`config.mk`:
```
export PLATFORM = sky130hd
export DESIGN_NAME = wpb_ctrl
export DESIGN_NICKNAME = d
export VERILOG_FILES = /design/src/hdl/wpb_pkg.sv /design/src/hdl/wpb_ctrl.sv
export SDC_FILE = /design/constraint.sdc
export NUM_CORES = 1
export LEC_CHECK = 0
export BUFFER_PORTS_ARGS = -buffer_cell sky130_fd_sc_hd__buf_2
export CORE_AREA = 10 10 47 49
export DETAILED_ROUTE_END_ITERATION = 12
export DIE_AREA = 0 0 57 59
export PLACE_DENSITY_LB_ADDON = 0.15
export SETUP_SLACK_MARGIN = 0.05
export SLEW_MARGIN = 0
export SYNTH_ARGS = -nofsm -noshare
export SYNTH_HDL_FRONTEND = slang
export SYNTH_SLANG_ARGS = --single-unit
```
`constraint.sdc`:
```
create_clock -name clk -period 1.39 [get_ports clk]
set_clock_uncertainty 0.05 [all_clocks]
set_input_delay 0.278 -clock clk [delete_from_list [all_inputs] [get_ports clk]]
set_output_delay 0.278 -clock clk [all_outputs]
set_load 0.02 [all_outputs]
```
`src/hdl/wpb_pkg.sv`:
```
`timescale 1ns / 1ps
`default_nettype none

package wpb_pkg;

	// storage geometry
	localparam int MAX_BINS     = 2048;
	localparam int NUM_CHANNELS = 2;
	localparam int BIN_W        = $clog2(MAX_BINS);
	localparam int CH_W         = $clog2(NUM_CHANNELS);
	localparam int ADDR_W       = BIN_W + CH_W;
	localparam int DEPTH        = NUM_CHANNELS * MAX_BINS;

	// field and register widths
	localparam int MODE_W     = 2;
	localparam int GW_W       = 12;
	localparam int SPC_W      = 32;
	localparam int HH_W       = 9;
	localparam int CHAN_W     = 3;
	localparam int IDX_W      = 32;
	localparam int SMP_W      = 32;
	localparam int SEL_W      = 11;
	localparam int CFG_IDX_W  = 2;
	localparam int CFG_DATA_W = 32;

	// shared divider
	localparam int PROD_W    = IDX_W + GW_W;
	localparam int DIVQ_W    = PROD_W;
	localparam int DIVR_W    = 32;
	localparam int DIV_CNT_W = $clog2(DIVQ_W);

	// register indexes
	localparam logic [CFG_IDX_W-1:0] CFG_MODE  = 2'd0;
	localparam logic [CFG_IDX_W-1:0] CFG_WIDTH = 2'd1;
	localparam logic [CFG_IDX_W-1:0] CFG_SPC   = 2'd2;
	localparam logic [CFG_IDX_W-1:0] CFG_HALF  = 2'd3;

	// register reset values
	localparam logic [MODE_W-1:0] MODE_RST  = 2'd1;
	localparam logic [GW_W-1:0]   WIDTH_RST = 12'd1024;
	localparam logic [SPC_W-1:0]  SPC_RST   = 32'd1;
	localparam logic [HH_W-1:0]   HALF_RST  = 9'd100;

	// sample width codes; any other code means 32-bit
	localparam logic [MODE_W-1:0] MODE_8BIT  = 2'd0;
	localparam logic [MODE_W-1:0] MODE_16BIT = 2'd1;

	// operation codes
	localparam logic OP_STORE = 1'b0;
	localparam logic OP_READ  = 1'b1;

	typedef enum logic [3:0] {
		ST_CLEAR,
		ST_IDLE,
		ST_MUL,
		ST_POS_START,
		ST_POS_WAIT,
		ST_BIN_READ,
		ST_BIN_WRITE,
		ST_RD_READ,
		ST_SCALE_START,
		ST_SCALE_WAIT,
		ST_HEIGHT_START,
		ST_HEIGHT_WAIT,
		ST_RESULT
	} wpb_state_t;

	typedef enum logic [1:0] {
		DIV_POS,
		DIV_SCALE,
		DIV_HEIGHT
	} wpb_div_sel_t;

	typedef struct packed {
		logic         take;
		logic         mul;
		logic         div_start;
		wpb_div_sel_t div_sel;
		logic         mem_rd;
		logic         bin_write;
		logic         clear_we;
		logic         load_result;
	} wpb_cmd_t;

	typedef struct packed {
		logic req_read;
		logic req_chan_ok;
		logic div_done;
		logic clear_last;
		logic out_free;
	} wpb_sts_t;

	function automatic logic signed [SMP_W-1:0] sign_extend(
		input logic [MODE_W-1:0] mode,
		input logic [SMP_W-1:0]  raw
	);
		logic signed [SMP_W-1:0] v;
		case (mode)
			MODE_8BIT:  v = {{24{raw[7]}}, raw[7:0]};
			MODE_16BIT: v = {{16{raw[15]}}, raw[15:0]};
			default:    v = raw;
		endcase
		return v;
	endfunction

	// most negative value comes out as 2^31
	function automatic logic [SMP_W-1:0] magnitude(input logic signed [SMP_W-1:0] v);
		logic [SMP_W-1:0] m;
		if (v[SMP_W-1]) begin
			m = ~v + 1'b1;
		end else begin
			m = v;
		end
		return m;
	endfunction

endpackage

`default_nettype wire

```
`src/hdl/wpb_ctrl.sv`:
```
`timescale 1ns / 1ps
`default_nettype none

module wpb_ctrl (
	input  wire logic              clk,
	input  wire logic              arst_n,
	input  wire logic              in_valid,
	input  wire wpb_pkg::wpb_sts_t sts,
	output logic                   in_ready,
	output wpb_pkg::wpb_cmd_t      cmd
);

	wpb_pkg::wpb_state_t state_q;
	wpb_pkg::wpb_state_t state_d;

	always_ff @(posedge clk or negedge arst_n) begin
		if (!arst_n) begin
			state_q <= wpb_pkg::ST_CLEAR;
		end else begin
			state_q <= state_d;
		end
	end

	always_comb begin
		state_d = state_q;
		case (state_q)
			wpb_pkg::ST_CLEAR: begin
				if (sts.clear_last) state_d = wpb_pkg::ST_IDLE;
			end
			wpb_pkg::ST_IDLE: begin
				if (in_valid) begin
					if (sts.req_read) begin
						state_d = sts.req_chan_ok ? wpb_pkg::ST_RD_READ : wpb_pkg::ST_RESULT;
					end else if (sts.req_chan_ok) begin
						state_d = wpb_pkg::ST_MUL;
					end
				end
			end
			wpb_pkg::ST_MUL:       state_d = wpb_pkg::ST_POS_START;
			wpb_pkg::ST_POS_START: state_d = wpb_pkg::ST_POS_WAIT;
			wpb_pkg::ST_POS_WAIT: begin
				if (sts.div_done) state_d = wpb_pkg::ST_BIN_READ;
			end
			wpb_pkg::ST_BIN_READ:    state_d = wpb_pkg::ST_BIN_WRITE;
			wpb_pkg::ST_BIN_WRITE:   state_d = wpb_pkg::ST_IDLE;
			wpb_pkg::ST_RD_READ:     state_d = wpb_pkg::ST_SCALE_START;
			wpb_pkg::ST_SCALE_START: state_d = wpb_pkg::ST_SCALE_WAIT;
			wpb_pkg::ST_SCALE_WAIT: begin
				if (sts.div_done) state_d = wpb_pkg::ST_HEIGHT_START;
			end
			wpb_pkg::ST_HEIGHT_START: state_d = wpb_pkg::ST_HEIGHT_WAIT;
			wpb_pkg::ST_HEIGHT_WAIT: begin
				if (sts.div_done) state_d = wpb_pkg::ST_RESULT;
			end
			wpb_pkg::ST_RESULT: begin
				if (sts.out_free) state_d = wpb_pkg::ST_IDLE;
			end
			default: state_d = wpb_pkg::ST_CLEAR;
		endcase
	end

	always_comb begin
		cmd         = '0;
		cmd.div_sel = wpb_pkg::DIV_POS;
		in_ready    = 1'b0;
		case (state_q)
			wpb_pkg::ST_CLEAR: cmd.clear_we = 1'b1;
			wpb_pkg::ST_IDLE: begin
				in_ready = 1'b1;
				cmd.take = in_valid;
			end
			wpb_pkg::ST_MUL: cmd.mul = 1'b1;
			wpb_pkg::ST_POS_START: begin
				cmd.div_start = 1'b1;
				cmd.div_sel   = wpb_pkg::DIV_POS;
			end
			wpb_pkg::ST_BIN_READ:  cmd.mem_rd    = 1'b1;
			wpb_pkg::ST_BIN_WRITE: cmd.bin_write = 1'b1;
			wpb_pkg::ST_RD_READ:   cmd.mem_rd    = 1'b1;
			wpb_pkg::ST_SCALE_START: begin
				cmd.div_start = 1'b1;
				cmd.div_sel   = wpb_pkg::DIV_SCALE;
			end
			wpb_pkg::ST_HEIGHT_START: begin
				cmd.div_start = 1'b1;
				cmd.div_sel   = wpb_pkg::DIV_HEIGHT;
			end
			wpb_pkg::ST_RESULT: cmd.load_result = sts.out_free;
			default: cmd.take = 1'b0;
		endcase
	end

endmodule

`default_nettype wire

```
[Yosys cells after proc, flatten, opt, wreduce, memory -nomap -nowiden]
Index checks and enable logic that the tools add are counted.
Storage, ports and cells
  register bits after elaboration: 4
  latch bits: 0
  RAM bits: 0
  ROM bits: 0
  bits of input ports: 8
  output and inout port bits: 10
  memories: 0
Operators by class
  add/sub/neg operators: 0
  $mul: 0
  div/mod/pow operators: 0
  order comparisons: 0
  equality and inequality tests: 19
  shifts and indexed selects: 0
  mux-type cells: 18
  bitwise operators: 0
  reductions and logical operators: 3
Operators by type and width (count)
  one-hot mux 4 bit (13 select lines): 1
  2-to-1 mux 4 bit: 9
  == test 4 bit (second input constant): 5
  == test 4 x 3 -> 1 bit (second input constant): 4
  != test 2 bit (second input constant): 6
  one-hot mux 3 bit (3 select lines): 1
  == test 4 x 2 -> 1 bit (second input constant): 2
  2-to-1 mux 1 bit: 7
  AND reduction 7 bit: 1
  == test 4 x 1 -> 1 bit (second input constant): 1
  zero test 4 bit: 1
  != test 3 bit (second input constant): 1
  OR reduction 2 bit: 1

[Logic depth before layout (Yosys ltp)]
  depth in word-level cells: 4
  mapped depth: 5
  depth with buffers taken out: 4

[Worst setup path before layout]
OpenSTA, ideal clock, no wires.
  kind: reg2out
  start point: register state_q[1]
  end point: output port cmd[8] in the netlist's numbering
  data arrival time: 1483 ps
  data required time: 1062 ps
  path slack: -421 ps
  stages on the path, launching flop included: 4
  buffers on the path: 0
  path through: dfrtp_1 > nand2b_1 > nor3_1 > and2_1
RTL lines
  start: declaration: line wpb_ctrl.sv:13  | wpb_pkg::wpb_state_t state_q;
  start signal: assignment: line wpb_ctrl.sv:18  | state_q <= wpb_pkg::ST_CLEAR;
  start signal: assignment: line wpb_ctrl.sv:20  | state_q <= state_d;
  end: declaration: line wpb_ctrl.sv:10  | output wpb_pkg::wpb_cmd_t cmd

==> results.txt <==
- The run finished, with violations left.
- Violations in the final reports: setup timing
- Setup slack, reg-to-reg: -200 ps
- The register with the most flip-flops in the final layout is state_q.
* TritonCTS clock tree: built
- Effective utilization at floorplan: 0.296
- Switching power as a share of total power: 0.431
- Measured against its own limit, the worst slew margin works out to 0.798.
- Max Transition Viols Final: 0
- Net count of the finished layout: 108
* Max-Cap Viols: 0
- Across all setup checks in the final design, the least slack found is -220 ps.
- Subtracting the final worst setup slack from the clock period gives ~1600 ps.
- Drt first-iter violations: 15
- Number of storage elements in the synthesis netlist: 4
* Gr usage total: 0.0995
- Number of input and output port buffers inserted: 17
- Setup violations remaining at the end of the flow were counted as 14.
- Biggest cell delay along the critical path: 430 ps
- Number of CTS-inserted buffers: 3
* PD cells: 2450 nW/um^2
* Die area: 3360 sq um
* Count of antenna-violating nets left after detailed routing: 0
- Routability-driven placement finished with a final weighted congestion of ~0.8.
- The critical path in this run is classified as reg -> out.
* Area fraction in and, or, nand and nor cells after synthesis: 0.378
* Transition time at the pin with the least slew margin: 300 ps
- Of the total power, registers draw 0.110.
* Detail-routed net length per standard cell: about 15 um
* Data required time at the worst endpoint: 1060 ps
- Excluding fillers, the count of instances in the completed layout stands at 115.
* Synth Cell Area: 414 sq um
- Before CTS, the worst setup slack after placement is -115 ps.
- The total count of hold-check failures in the final report was 0.
- Vias after detailed routing: 604
- Clock tree synthesis selected as its root buffer the cell sky130_fd_sc_hd__clkbuf_4.
- Synth Warn #: 0
- The first global-routing pass estimated 2690 um of wire.
* Hold slack: 235 ps
- For this design the total switching power over the nets is 0.969 mW.
* Number of synthesized flops with an enable pin: 0
- Cell with the biggest individual delay on the critical path: sky130_fd_sc_hd__dfrtp_2
- Post-synthesis to final-layout area growth: 121%
- Cell internal power dissipation: about 1.3 mW
- Overall power after layout: 2.25 mW
- Count of cells along the worst register-to-register path: 4
* Distinct cell type count of the synthesized netlist: 27
- 18 I/O pins were placed.
- Adder-cell share of the synthesized area: 0
- The startpoint identified for the worst register-to-register timing path is state_q[3].
- Counting along the longest clock path gives a buffer depth of 2.
* Number of antenna violations at the first check in global routing: 0
* Critical path capture point type: primary output
* Startpoint class of the critical path: flop
- Cell family contributing the most delay on the critical path: flip-flops
- Register area share after synthesis: 0.242
- The register with the most flip-flops in the layout has 4 of them.
- Horiz. Die Dim: roughly 57 um
* Cell count after placement: 99
- Clock slew seen by the registers of the worst setup and hold paths: 40 ps
- The wire-length estimate of the detail-placed layout is 1110 um.
* Synth async-reset ratio: 1.00
- Among all flip-flop cells after synthesis, the most frequent one is sky130_fd_sc_hd__dfrtp_1.
* Most frequent cell after synthesis: sky130_fd_sc_hd__nor2_1
* Area fraction of the dominant cell type after synthesis: 0.242
- Dominant cells by area after synthesis: sky130_fd_sc_hd__dfrtp_1 (24%), sky130_fd_sc_hd__nand2b_1 (6.0%), sky130_fd_sc_hd__nand3b_1 (5.4%)
* Final core occ: 0.654
- Leakage: 0.421 nW
- Xor-xnor portion of the synthesized cell area: 0
* Worst reg2reg endpoint: state_q[2]
* Largest net degree at the start of global routing: 11
- The final layout contains routed wiring with a total length of roughly 1700 um.
- Pre-antenna DRT Iters: 4
- Hold Path Stages: 2
* Placed standard-cell area: 656 sq um
* Post-synthesis compound-gate area fraction: 0.284
- Number of cells produced by synthesis: 57
- Global routing finished with a remaining overflow of 0.
- Clock latency reported for the late side of the worst-skew pair: ~240 ps
- In the routed layout, each cell is associated on average with a via count of between 5 and 6.
* Average cell area after synthesis: 7.27 sq um
- Counting the fill cells in the layout gives 116.
* Combinational family with the most area after synthesis: simple AND/OR/NAND/NOR gates
- Based on the critical path, the design can be clocked at up to a little over 600 MHz.
- Core box area: 1400 sq um
- In this run the worst hold path is classified as in -> reg.
- The path with the worst hold slack has its endpoint at state_q[1].
- The repair_antennas step left the layout with diodes totalling 0.
- The floorplan has 14 rows.
* CP Data Arrival Time: 1280 ps
* Post-route setup TNS: -2510 ps
* Peak supply drop: 1.59 mV
- In this run the worst path has a maximum fanout of 10.
- The worst hold path begins at sts[2].
* Summed area of non-filler cells in the final layout: 917 sq um
- # clock sinks: 4
* Cells traversed along the worst timing path: buf_8 -> nand3b_1 -> a21oi_4 -> buf_6
- Top flop regs: state_q: 4 flops
- CTS built an H-tree with a depth of 1.
- Share of power burned in the clock network: 0.072
* Chip height: between 50 and 60 um
- Crit path buf inv count: 2
- Of all cell types, the one taking the most synthesized area is sky130_fd_sc_hd__dfrtp_1.
* RSZ-0062 raised after global routing: true
- Number of global-route vias before repair: around 620
- For this run, design rule violations remaining after detail routing come to 0.
- Part of the cycle the worst path needs: 1.16
* Fraction of layout cells with a size suffix above 1: 0.657
* Combinational Power Share: 0.818
* Synth Net Count: 65
* Proportion of synthesized area in mux cells: 0.0242
==> cell families (layout without fill, tap and decap cells) <==
family	count (synthesis)	count (layout)
multiplexers	1	1
buffers and inverters	7	49
flip-flops	4	4
AO/OA/AOI/OAI	18	18
AND/OR/NAND/NOR	27	27
==> worst register-to-register path, stage by stage, from the launching register on <==
cell and delay [ps]:
sky130_fd_sc_hd__dfrtp_2 430, sky130_fd_sc_hd__or4b_1 540, sky130_fd_sc_hd__a21oi_2 200, sky130_fd_sc_hd__a21o_1 150
sky130_fd_sc_hd__o31ai_1 80
==> cells in the final DEF, fill, tap and decap left out, drive strengths merged <==
| cell | netlist | final |
|---|---|---|
| or3 | 1 | 1 |
| a2bb2oi | 1 | 1 |
| o22ai | 1 | 1 |
| buf | 1 | 42 |
| nor4 | 1 | 1 |
| and4 | 1 | 1 |
| nand3b | 3 | 3 |
| o21ai | 4 | 4 |
| and2b | 1 | 1 |
| nand2b | 4 | 4 |
| nor2 | 6 | 6 |
| inv | 2 | 2 |
| nand4bb | 1 | 1 |
| clkbuf | 4 | 4 |
| mux2i | 1 | 1 |
| dfrtp | 4 | 4 |
| o32ai | 1 | 1 |
| dlygate4sd3 | 0 | 1 |
| and2 | 1 | 1 |
| nand2 | 4 | 4 |
| o31ai | 3 | 3 |
| a21o | 1 | 1 |
| a21oi | 5 | 5 |
| a211oi | 2 | 2 |
| or4b | 1 | 1 |
| nor3 | 3 | 3 |
==> layer usage <==
layer / vias to the layer above / share of wire / global-route usage
met5: - / 0 / 0
met4: 0 / 0.013 / 0.0604
met3: 2 / 0.034 / 0.0322
met2: 19 / 0.54 / 0.174
met1: 289 / 0.41 / 0.101
li1: 294 / - / -
==> worst max-delay path by stage <==
stage / slack, ps / cells after the start / start / end
after floorplan: -80 / 4 / state_q[3] / state_q[1]
after global routing: -270 / 4 / state_q[3] / cmd[8]
after detailed placement: -110 / 4 / state_q[1] / state_q[0]
after global placement: -90 / 4 / state_q[1] / state_q[0]
after CTS: -210 / 4 / state_q[3] / cmd[6]
final: -220 / 4 / state_q[3] / cmd[6]
==> area by class of cell <==
type | instances | area, sq um | area share
clock buffers | 4 | 26.3 | 0.0286
inverters | 2 | 7.51 | 0.00819
multi-input cells | 46 | 397 | 0.432
flip-flops and latches | 4 | 103 | 0.112
well taps | 16 | 20.0 | 0.0218
repair buffers | 43 | 364 | 0.397
==> power groups by stage <==
stage          Sequential (mW)  Clock [mW]  Combinational (mW)
6_report                 0.247       0.162                1.84
5_1_grt                  0.251       0.190                1.97
4_1_cts                  0.229       0.164                1.58
3_5_place_dp             0.220           0                1.28
3_3_place_gp             0.218           0                1.28
2_1_floorplan            0.225           0               0.838
==> repair_timing <==
item	CTS	global route
setup buffers	8	3
pin swaps	0	4
gates resized for setup	21	18
endpoints found under the hold margin	4	0
hold buffers	1	0
endpoints found under the setup margin	14	14
No activity file was read; power rests on OpenSTA's default activity.
